[src/design/first_fit_heap_allocator_assert.svh]
// Assertion macros shared by the allocator modules.
`ifndef FIRST_FIT_HEAP_ALLOCATOR_ASSERT_SVH
`define FIRST_FIT_HEAP_ALLOCATOR_ASSERT_SVH

// Same-cycle implication, disabled during reset.
`define FFHA_ASSERT(label, clk, rst, cond, expr) \
   label: assert property (@(posedge clk) disable iff (rst) (cond) |-> (expr)) \
      else $error("assertion failed in %m");

// Next-cycle implication, disabled during reset.
`define FFHA_ASSERT_NEXT(label, clk, rst, cond, expr) \
   label: assert property (@(posedge clk) disable iff (rst) (cond) |=> (expr)) \
      else $error("assertion failed in %m");

`endif

[src/design/ffha_pkg.sv]
// Package with the types and constants of the first-fit heap allocator.
package ffha_pkg;

   localparam int ARENA_BYTES_DEF = 4096;
   localparam int HDR_BYTES       = 4;
   localparam int FLAG_NUM        = 2;
   localparam int FLAG_FREE       = 0;
   localparam int FLAG_LAST       = 1;

   localparam int OP_W        = 2;
   localparam int SIZE_W      = 13;
   localparam int OFFS_W      = 12;
   localparam int REQ_TDATA_W = 32;
   localparam int RSP_TDATA_W = 16;

   localparam logic STATUS_OK   = 1'b0;
   localparam logic STATUS_FAIL = 1'b1;

   typedef enum logic [OP_W-1:0] {
      OP_ALLOC   = 2'd0,
      OP_RELEASE = 2'd1,
      OP_FORMAT  = 2'd2
   } op_type;

   typedef enum logic [2:0] {
      ST_IDLE,
      ST_ALLOC_WALK,
      ST_ALLOC_SPLIT,
      ST_REL_WALK,
      ST_MERGE_START,
      ST_MERGE_HDR,
      ST_MERGE_NXT,
      ST_RESP
   } state_type;

   typedef struct packed {
      logic              status;
      logic [OFFS_W-1:0] granted_offset;
   } result_type;

endpackage

[src/design/ffha_ctrl.sv]
// Sequencer that formats, walks, splits, frees and merges block headers in the header store.
module ffha_ctrl #(
   parameter int ARENA_BYTES = ffha_pkg::ARENA_BYTES_DEF
) (
   input  logic                                 clock,
   input  logic                                 reset,
   input  logic                                 req_valid,
   output logic                                 req_ready,
   input  logic [ffha_pkg::OP_W-1:0]            req_operation,
   input  logic [ffha_pkg::SIZE_W-1:0]          req_size_bytes,
   input  logic [ffha_pkg::OFFS_W-1:0]          req_payload_offset,
   output logic                                 res_valid,
   input  logic                                 res_ready,
   output ffha_pkg::result_type                 res,
   output logic                                 rd_en,
   output logic [$clog2(ARENA_BYTES)-1:0]       rd_addr,
   input  logic [$clog2(ARENA_BYTES+1)+ffha_pkg::FLAG_NUM-1:0] rd_data,
   output logic                                 wr_en,
   output logic [$clog2(ARENA_BYTES)-1:0]       wr_addr,
   output logic [$clog2(ARENA_BYTES+1)+ffha_pkg::FLAG_NUM-1:0] wr_data
);

   `include "first_fit_heap_allocator_assert.svh"

   localparam int AW = $clog2(ARENA_BYTES);
   localparam int SW = $clog2(ARENA_BYTES + 1);
   localparam int HW = SW + ffha_pkg::FLAG_NUM;
   localparam int XW = SW + 2;

   ffha_pkg::state_type  state_ff, state_in;
   logic [AW-1:0]        cur_ff, cur_in;
   logic [HW-1:0]        hdr_ff, hdr_in;
   logic [XW-1:0]        total_ff, total_in;
   logic [ffha_pkg::OFFS_W-1:0] payload_ff, payload_in;
   ffha_pkg::result_type res_ff, res_in;

   logic [31:0]   sat32;
   logic [SW-1:0] sat;
   logic [SW-1:0] rd_size;
   logic [AW-1:0] rd_next;
   logic [HW-1:0] merged;
   logic [AW-1:0] naddr;

   function automatic logic [SW-1:0] f_size(input logic [HW-1:0] h);
      return h[HW-1:ffha_pkg::FLAG_NUM];
   endfunction

   function automatic logic [HW-1:0] f_make(input logic [SW-1:0] sz, input logic fr,
                                            input logic la);
      logic [HW-1:0] h;
      h                          = '0;
      h[HW-1:ffha_pkg::FLAG_NUM] = sz;
      h[ffha_pkg::FLAG_FREE]     = fr;
      h[ffha_pkg::FLAG_LAST]     = la;
      return h;
   endfunction

   function automatic logic f_has_next(input logic [AW-1:0] off, input logic [HW-1:0] h);
      logic [XW-1:0] endp;
      endp = XW'(off) + XW'(f_size(h));
      return !h[ffha_pkg::FLAG_LAST] && (f_size(h) != '0) && (endp < XW'(ARENA_BYTES));
   endfunction

   function automatic logic [AW-1:0] f_next(input logic [AW-1:0] off, input logic [HW-1:0] h);
      return AW'(XW'(off) + XW'(f_size(h)));
   endfunction

   always_ff @(posedge clock) begin
      if (reset) begin
         state_ff <= ffha_pkg::ST_IDLE;
      end else begin
         state_ff <= state_in;
      end
   end

   always_ff @(posedge clock) begin
      cur_ff     <= cur_in;
      hdr_ff     <= hdr_in;
      total_ff   <= total_in;
      payload_ff <= payload_in;
      res_ff     <= res_in;
   end

   always_comb begin
      sat32 = (32'(req_size_bytes) > 32'(ARENA_BYTES)) ? 32'(ARENA_BYTES)
                                                         : 32'(req_size_bytes);
      sat     = SW'(sat32);
      rd_size = f_size(rd_data);
      rd_next = f_next(cur_ff, rd_data);
      merged  = f_make(SW'(XW'(f_size(hdr_ff)) + XW'(rd_size)), 1'b1,
                       rd_data[ffha_pkg::FLAG_LAST]);
      naddr   = f_next(cur_ff, hdr_ff);
   end

   always_comb begin
      state_in   = state_ff;
      cur_in     = cur_ff;
      hdr_in     = hdr_ff;
      total_in   = total_ff;
      payload_in = payload_ff;
      res_in     = res_ff;
      req_ready  = 1'b0;
      res_valid  = 1'b0;
      rd_en      = 1'b0;
      rd_addr    = cur_ff;
      wr_en      = 1'b0;
      wr_addr    = cur_ff;
      wr_data    = hdr_ff;

      unique case (state_ff)
         ffha_pkg::ST_IDLE: begin
            req_ready = 1'b1;
            if (req_valid) begin
               total_in   = XW'(sat) + XW'(ffha_pkg::HDR_BYTES);
               payload_in = req_payload_offset;
               cur_in     = '0;
               res_in     = '{status: ffha_pkg::STATUS_FAIL, granted_offset: '0};
               state_in   = ffha_pkg::ST_RESP;
               unique case (ffha_pkg::op_type'(req_operation))
                  ffha_pkg::OP_ALLOC: begin
                     if (sat != '0) begin
                        rd_en    = 1'b1;
                        rd_addr  = '0;
                        state_in = ffha_pkg::ST_ALLOC_WALK;
                     end
                  end
                  ffha_pkg::OP_RELEASE: begin
                     rd_en    = 1'b1;
                     rd_addr  = '0;
                     state_in = ffha_pkg::ST_REL_WALK;
                  end
                  ffha_pkg::OP_FORMAT: begin
                     if (sat >= SW'(ffha_pkg::HDR_BYTES)) begin
                        wr_en          = 1'b1;
                        wr_addr        = '0;
                        wr_data        = f_make(sat, 1'b1, 1'b1);
                        res_in.status  = ffha_pkg::STATUS_OK;
                     end
                  end
                  default: begin
                  end
               endcase
            end
         end

         ffha_pkg::ST_ALLOC_WALK: begin
            if (rd_data[ffha_pkg::FLAG_FREE] && (XW'(rd_size) >= total_ff)) begin
               res_in.status         = ffha_pkg::STATUS_OK;
               res_in.granted_offset = ffha_pkg::OFFS_W'(32'(cur_ff) + 32'(ffha_pkg::HDR_BYTES));
               wr_en                 = 1'b1;
               wr_addr               = cur_ff;
               if ((XW'(rd_size) - total_ff < XW'(ffha_pkg::HDR_BYTES)) ||
                   (XW'(cur_ff) + total_ff >= XW'(ARENA_BYTES))) begin
                  wr_data  = f_make(rd_size, 1'b0, rd_data[ffha_pkg::FLAG_LAST]);
                  state_in = ffha_pkg::ST_RESP;
               end else begin
                  wr_data  = f_make(SW'(total_ff), 1'b0, 1'b0);
                  cur_in   = AW'(XW'(cur_ff) + total_ff);
                  hdr_in   = f_make(SW'(XW'(rd_size) - total_ff), 1'b1,
                                    rd_data[ffha_pkg::FLAG_LAST]);
                  state_in = ffha_pkg::ST_ALLOC_SPLIT;
               end
            end else if (f_has_next(cur_ff, rd_data)) begin
               cur_in  = rd_next;
               rd_en   = 1'b1;
               rd_addr = rd_next;
            end else begin
               state_in = ffha_pkg::ST_RESP;
            end
         end

         ffha_pkg::ST_ALLOC_SPLIT: begin
            wr_en    = 1'b1;
            wr_addr  = cur_ff;
            wr_data  = hdr_ff;
            state_in = ffha_pkg::ST_RESP;
         end

         ffha_pkg::ST_REL_WALK: begin
            if (!rd_data[ffha_pkg::FLAG_FREE] &&
                (32'(cur_ff) + 32'(ffha_pkg::HDR_BYTES) == 32'(payload_ff))) begin
               wr_en         = 1'b1;
               wr_addr       = cur_ff;
               wr_data       = rd_data | (HW'(1) << ffha_pkg::FLAG_FREE);
               res_in.status = ffha_pkg::STATUS_OK;
               state_in      = ffha_pkg::ST_MERGE_START;
            end else if (f_has_next(cur_ff, rd_data)) begin
               cur_in  = rd_next;
               rd_en   = 1'b1;
               rd_addr = rd_next;
            end else begin
               state_in = ffha_pkg::ST_RESP;
            end
         end

         ffha_pkg::ST_MERGE_START: begin
            cur_in   = '0;
            rd_en    = 1'b1;
            rd_addr  = '0;
            state_in = ffha_pkg::ST_MERGE_HDR;
         end

         ffha_pkg::ST_MERGE_HDR: begin
            hdr_in = rd_data;
            if (!f_has_next(cur_ff, rd_data)) begin
               state_in = ffha_pkg::ST_RESP;
            end else if (rd_data[ffha_pkg::FLAG_FREE]) begin
               rd_en    = 1'b1;
               rd_addr  = rd_next;
               state_in = ffha_pkg::ST_MERGE_NXT;
            end else begin
               cur_in  = rd_next;
               rd_en   = 1'b1;
               rd_addr = rd_next;
            end
         end

         ffha_pkg::ST_MERGE_NXT: begin
            if (rd_data[ffha_pkg::FLAG_FREE]) begin
               wr_en   = 1'b1;
               wr_addr = cur_ff;
               wr_data = merged;
               hdr_in  = merged;
               if (f_has_next(cur_ff, merged)) begin
                  rd_en   = 1'b1;
                  rd_addr = f_next(cur_ff, merged);
               end else begin
                  state_in = ffha_pkg::ST_RESP;
               end
            end else begin
               cur_in = naddr;
               hdr_in = rd_data;
               if (f_has_next(naddr, rd_data)) begin
                  cur_in   = f_next(naddr, rd_data);
                  rd_en    = 1'b1;
                  rd_addr  = f_next(naddr, rd_data);
                  state_in = ffha_pkg::ST_MERGE_HDR;
               end else begin
                  state_in = ffha_pkg::ST_RESP;
               end
            end
         end

         ffha_pkg::ST_RESP: begin
            res_valid = 1'b1;
            if (res_ready) begin
               state_in = ffha_pkg::ST_IDLE;
            end
         end

         default: begin
            state_in = ffha_pkg::ST_IDLE;
         end
      endcase
   end

   assign res = res_ff;

   `FFHA_ASSERT(a_no_rw_collide, clock, reset, rd_en && wr_en, rd_addr != wr_addr)
   `FFHA_ASSERT_NEXT(a_res_held, clock, reset, res_valid && !res_ready, res_valid)
   `FFHA_ASSERT_NEXT(a_accept_busy, clock, reset, req_valid && req_ready,
                     state_ff != ffha_pkg::ST_IDLE)

endmodule

[config.mk]
export PLATFORM = sky130hd
export DESIGN_NAME = ffha_ctrl
export DESIGN_NICKNAME = d
export VERILOG_FILES = /design/src/design/ffha_pkg.sv /design/src/design/ffha_ctrl.sv
export VERILOG_INCLUDE_DIRS = /design/src /design/src/design
export SDC_FILE = /design/constraint.sdc
export NUM_CORES = 1
export LEC_CHECK = 0
export BUFFER_PORTS_ARGS = -buffer_cell sky130_fd_sc_hd__buf_2
export CORE_ASPECT_RATIO = 0.6
export CORE_MARGIN = 2
export CORE_UTILIZATION = 55
export CTS_CLUSTER_SIZE = 25
export DETAILED_ROUTE_END_ITERATION = 8
export PLACE_DENSITY_LB_ADDON = 0.05
export SLEW_MARGIN = 15
export SYNTH_ARGS = -nofsm -noshare
export SYNTH_HDL_FRONTEND = slang
export SYNTH_SLANG_ARGS = --single-unit
export TNS_END_PERCENT = 5
[constraint.sdc]
create_clock -name clock -period 8.78 [get_ports clock]
set_input_delay 0 -clock clock [delete_from_list [all_inputs] [get_ports clock]]
set_output_delay 0 -clock clock [all_outputs]
set_load 0.01 [all_outputs]
==> results.ini <==
[status]
status=finished clean

[timing]
worst_slack_ns=2.56
tns_ns=0
timing.hold.ws_ns=0.0164
skew_ns=0.0106
fmax_ghz=0.161
tightest_slew_ns=1.19
setup-violations-final=0
rsz0062_at_grt=no
finalHoldViolations=0
max-slew-margin-rel=0.205
period_share=0.709
finalMaxSlewViolations=0
min_period_ns=6.22

[drt]
viasPerCell=6.84
drc=0
wirelength_mm=39.2
vias=10400
first_pass_iters=8
final_antenna_net_count=0
drt_iter0_markers=1828
wire_per_inst_microns=25.7

[finish]
layout_commonest_cell=nor2_1
area_delta_synth_final_pct=13.1
drive_gt1_frac=0.125
nets=1429
final_cell_mix=nor2_1 (110), a21oi_1 (105), buf_2 (101)
stdcell_area_sq_um=10700
antenna_cells=0
final_cells=1525
final_core_util=0.631

[clocking]
clk_pin_slew_ns=0.07
cts_max_level=3
numClockSinks=69
postCtsSetupRepairBufs=0
cts_buffers=9
cts_tree=built
cts_buffer_depth=2
insertion_delay_ns=0.36
cts_root_buf=clkbuf_16

[worst_setup_path]
cp-start-kind=flip-flop
crit_fanout=40
r2r-start=cur_ff[1]
end_kind=output pin
critPathArrivalTime_ns=6.22
rrSetupSlack_ns=3.12
critPathKind=flip-flop to output pin
r2r_end=cur_ff[4]
r2r_cells=18
worstPathRequired_ns=8.78

[global_routing]
grt_max_degree=41
grt_pass1_vias=9169
antenna_found_initial=0
use_met3=0.191
grt_use_met1=0.643
grt.busiest_layer=met1
grt_pass1_wl_mm=58.3
globalRouteOverflowTotal=0
grt_usage=0.425
grt_use_met2=0.534

[die]
io_pins=102
rows=37
initial_core_util=0.557
coreArea_sq_um=17000
die_y_microns=106
die_area_sq_um=18400
die-width_microns=174

[synth]
syn_inst=1189
yosys-top-cells-area=edfxtp_1 (21%), ha_1 (12%), a21oi_1 (5.5%)
yosys_warnings=0
synth_top_area_share=0.209
synth_seq_cells=69
synth_fp_nets=1332
yosysTopAreaCell=edfxtp_1
ys_seq_area_frac=0.215
synth_area_sq_um=9490
synth_async_sr_flop_share=0
synth.distinct_cells=80
synthFlopType=edfxtp_1
syn_area_per_cell_sq_um=7.98
synth_edf_count=66

[placement]
gp_congestion=1.03
io_buffers=101
dp_cells=1494
pre_cts_slack_ns=3.11
placement.cell_area_sq_um=10300
dpl.hpwl_mm=29.7

[min_path]
holdPathEnd=state_ff[2]
min_path_type=input pin to flip-flop
hp-start=req_valid
min_path_cells=3

[job]
cap_violations=0

[pwr]
p_per_area_nw_per_um2=447
power_mw=4.81
vdd_drop_max_mv=0.211
p_leak_nw=4.64

==> synthesized netlist by cell type, drive strengths merged (10+ instances only) <==
| cell | n |
|---|---|
| a221o | 22 |
| buf | 10 |
| a21oi | 105 |
| ha | 90 |
| a31oi | 13 |
| xnor2 | 55 |
| or3 | 18 |
| o21ai | 83 |
| nor2 | 110 |
| a211oi | 19 |
| mux2i | 22 |
| and2 | 21 |
| nor3 | 38 |
| a21o | 32 |
| nand2 | 94 |
| nand2b | 15 |
| xor2 | 33 |
| edfxtp | 66 |
| clkbuf | 38 |
| o21a | 15 |
| a221oi | 11 |
| o211ai | 17 |
| inv | 64 |
| nand3 | 23 |
| nor2b | 15 |
==> flip-flops by register name, summed over array words and instances, names as in the netlist <==
register,cells
hdr_ff,15
payload_ff,12
total_ff,14
cur_ff,12
state_ff,3
res,13
==> layout make-up <==
type / instances / area, sq um
Tap cell: 234 / 293
Inverter: 65 / 244
Sequential cell: 69 / 2040
Clock buffer: 9 / 225
Clock inverter: 7 / 96.3
Multi-Input combinational cell: 1007 / 7050
Fill cell: 1592 / 6290
Timing Repair Buffer: 134 / 791
==> where the power goes <==
group          switching [mW]  total [mW]  internal, mW  leakage, nW
Sequential              0.212       0.729         0.517        0.655
Clock                   0.165       0.415         0.250        0.160
Combinational            2.27        3.66          1.39         3.82
==> what timing repair did <==
| action | in CTS | in global routing |
|---|---|---|
| hold buffers | 15 | 0 |
| resized for setup | 0 | 0 |
| endpoints found under the hold margin | 17 | 0 |
==> how the worst max path moves through the flow <==
stage                     startpoint    endpoint  cells past startpoint
after floorplan            cur_ff[1]  rd_addr[9]                     20
after global placement     cur_ff[1]  rd_addr[4]                     21
after detailed placement   cur_ff[1]  rd_addr[4]                     21
after CTS                  cur_ff[1]  rd_addr[4]                     21
after global routing       cur_ff[1]  rd_addr[4]                     21
final                      cur_ff[1]  rd_addr[4]                     21
==> logic make-up (layout without fill, tap and decap cells) <==
kind of cell,Yosys count,in the layout,share of synthesized area
AO/OA/AOI/OAI,422,422,0.306
AND/OR/NAND/NOR,372,372,0.187
buffers and inverters,113,215,0.0451
adder cells (fa/ha/maj),97,97,0.133
XOR/XNOR,89,89,0.0851
flip-flops,69,69,0.215
multiplexers,26,26,0.0279
other,1,1,0.000395
==> critical path, cell delays in order, from the launching register on <==
cell	delay, ns
edfxtp_1	0.71
inv_1	0.26
fa_1	0.53
nor2b_1	0.13
o21ai_0	0.14
a21boi_0	0.25
o21ai_0	0.15
a21oi_1	0.22
o31ai_1	0.12
o311ai_0	0.60
ha_1	0.39
a31oi_1	0.19
a21boi_0	0.16
a31o_2	0.26
a31oi_4	0.13
buf_4	0.41
mux2_2	0.38
o21ai_0	0.22
nor2_1	0.06
a221oi_1	0.24
o21ai_0	0.14
buf_2	0.16
==> metal layers <==
layer  vias to the layer above  routed length (microns)
met5                         -                        0
met4                         0                      769
met3                        72                     7030
met2                       837                    14200
met1                      4829                    17200
li1                       4696                        -
No activity file was read; power rests on OpenSTA's default activity.
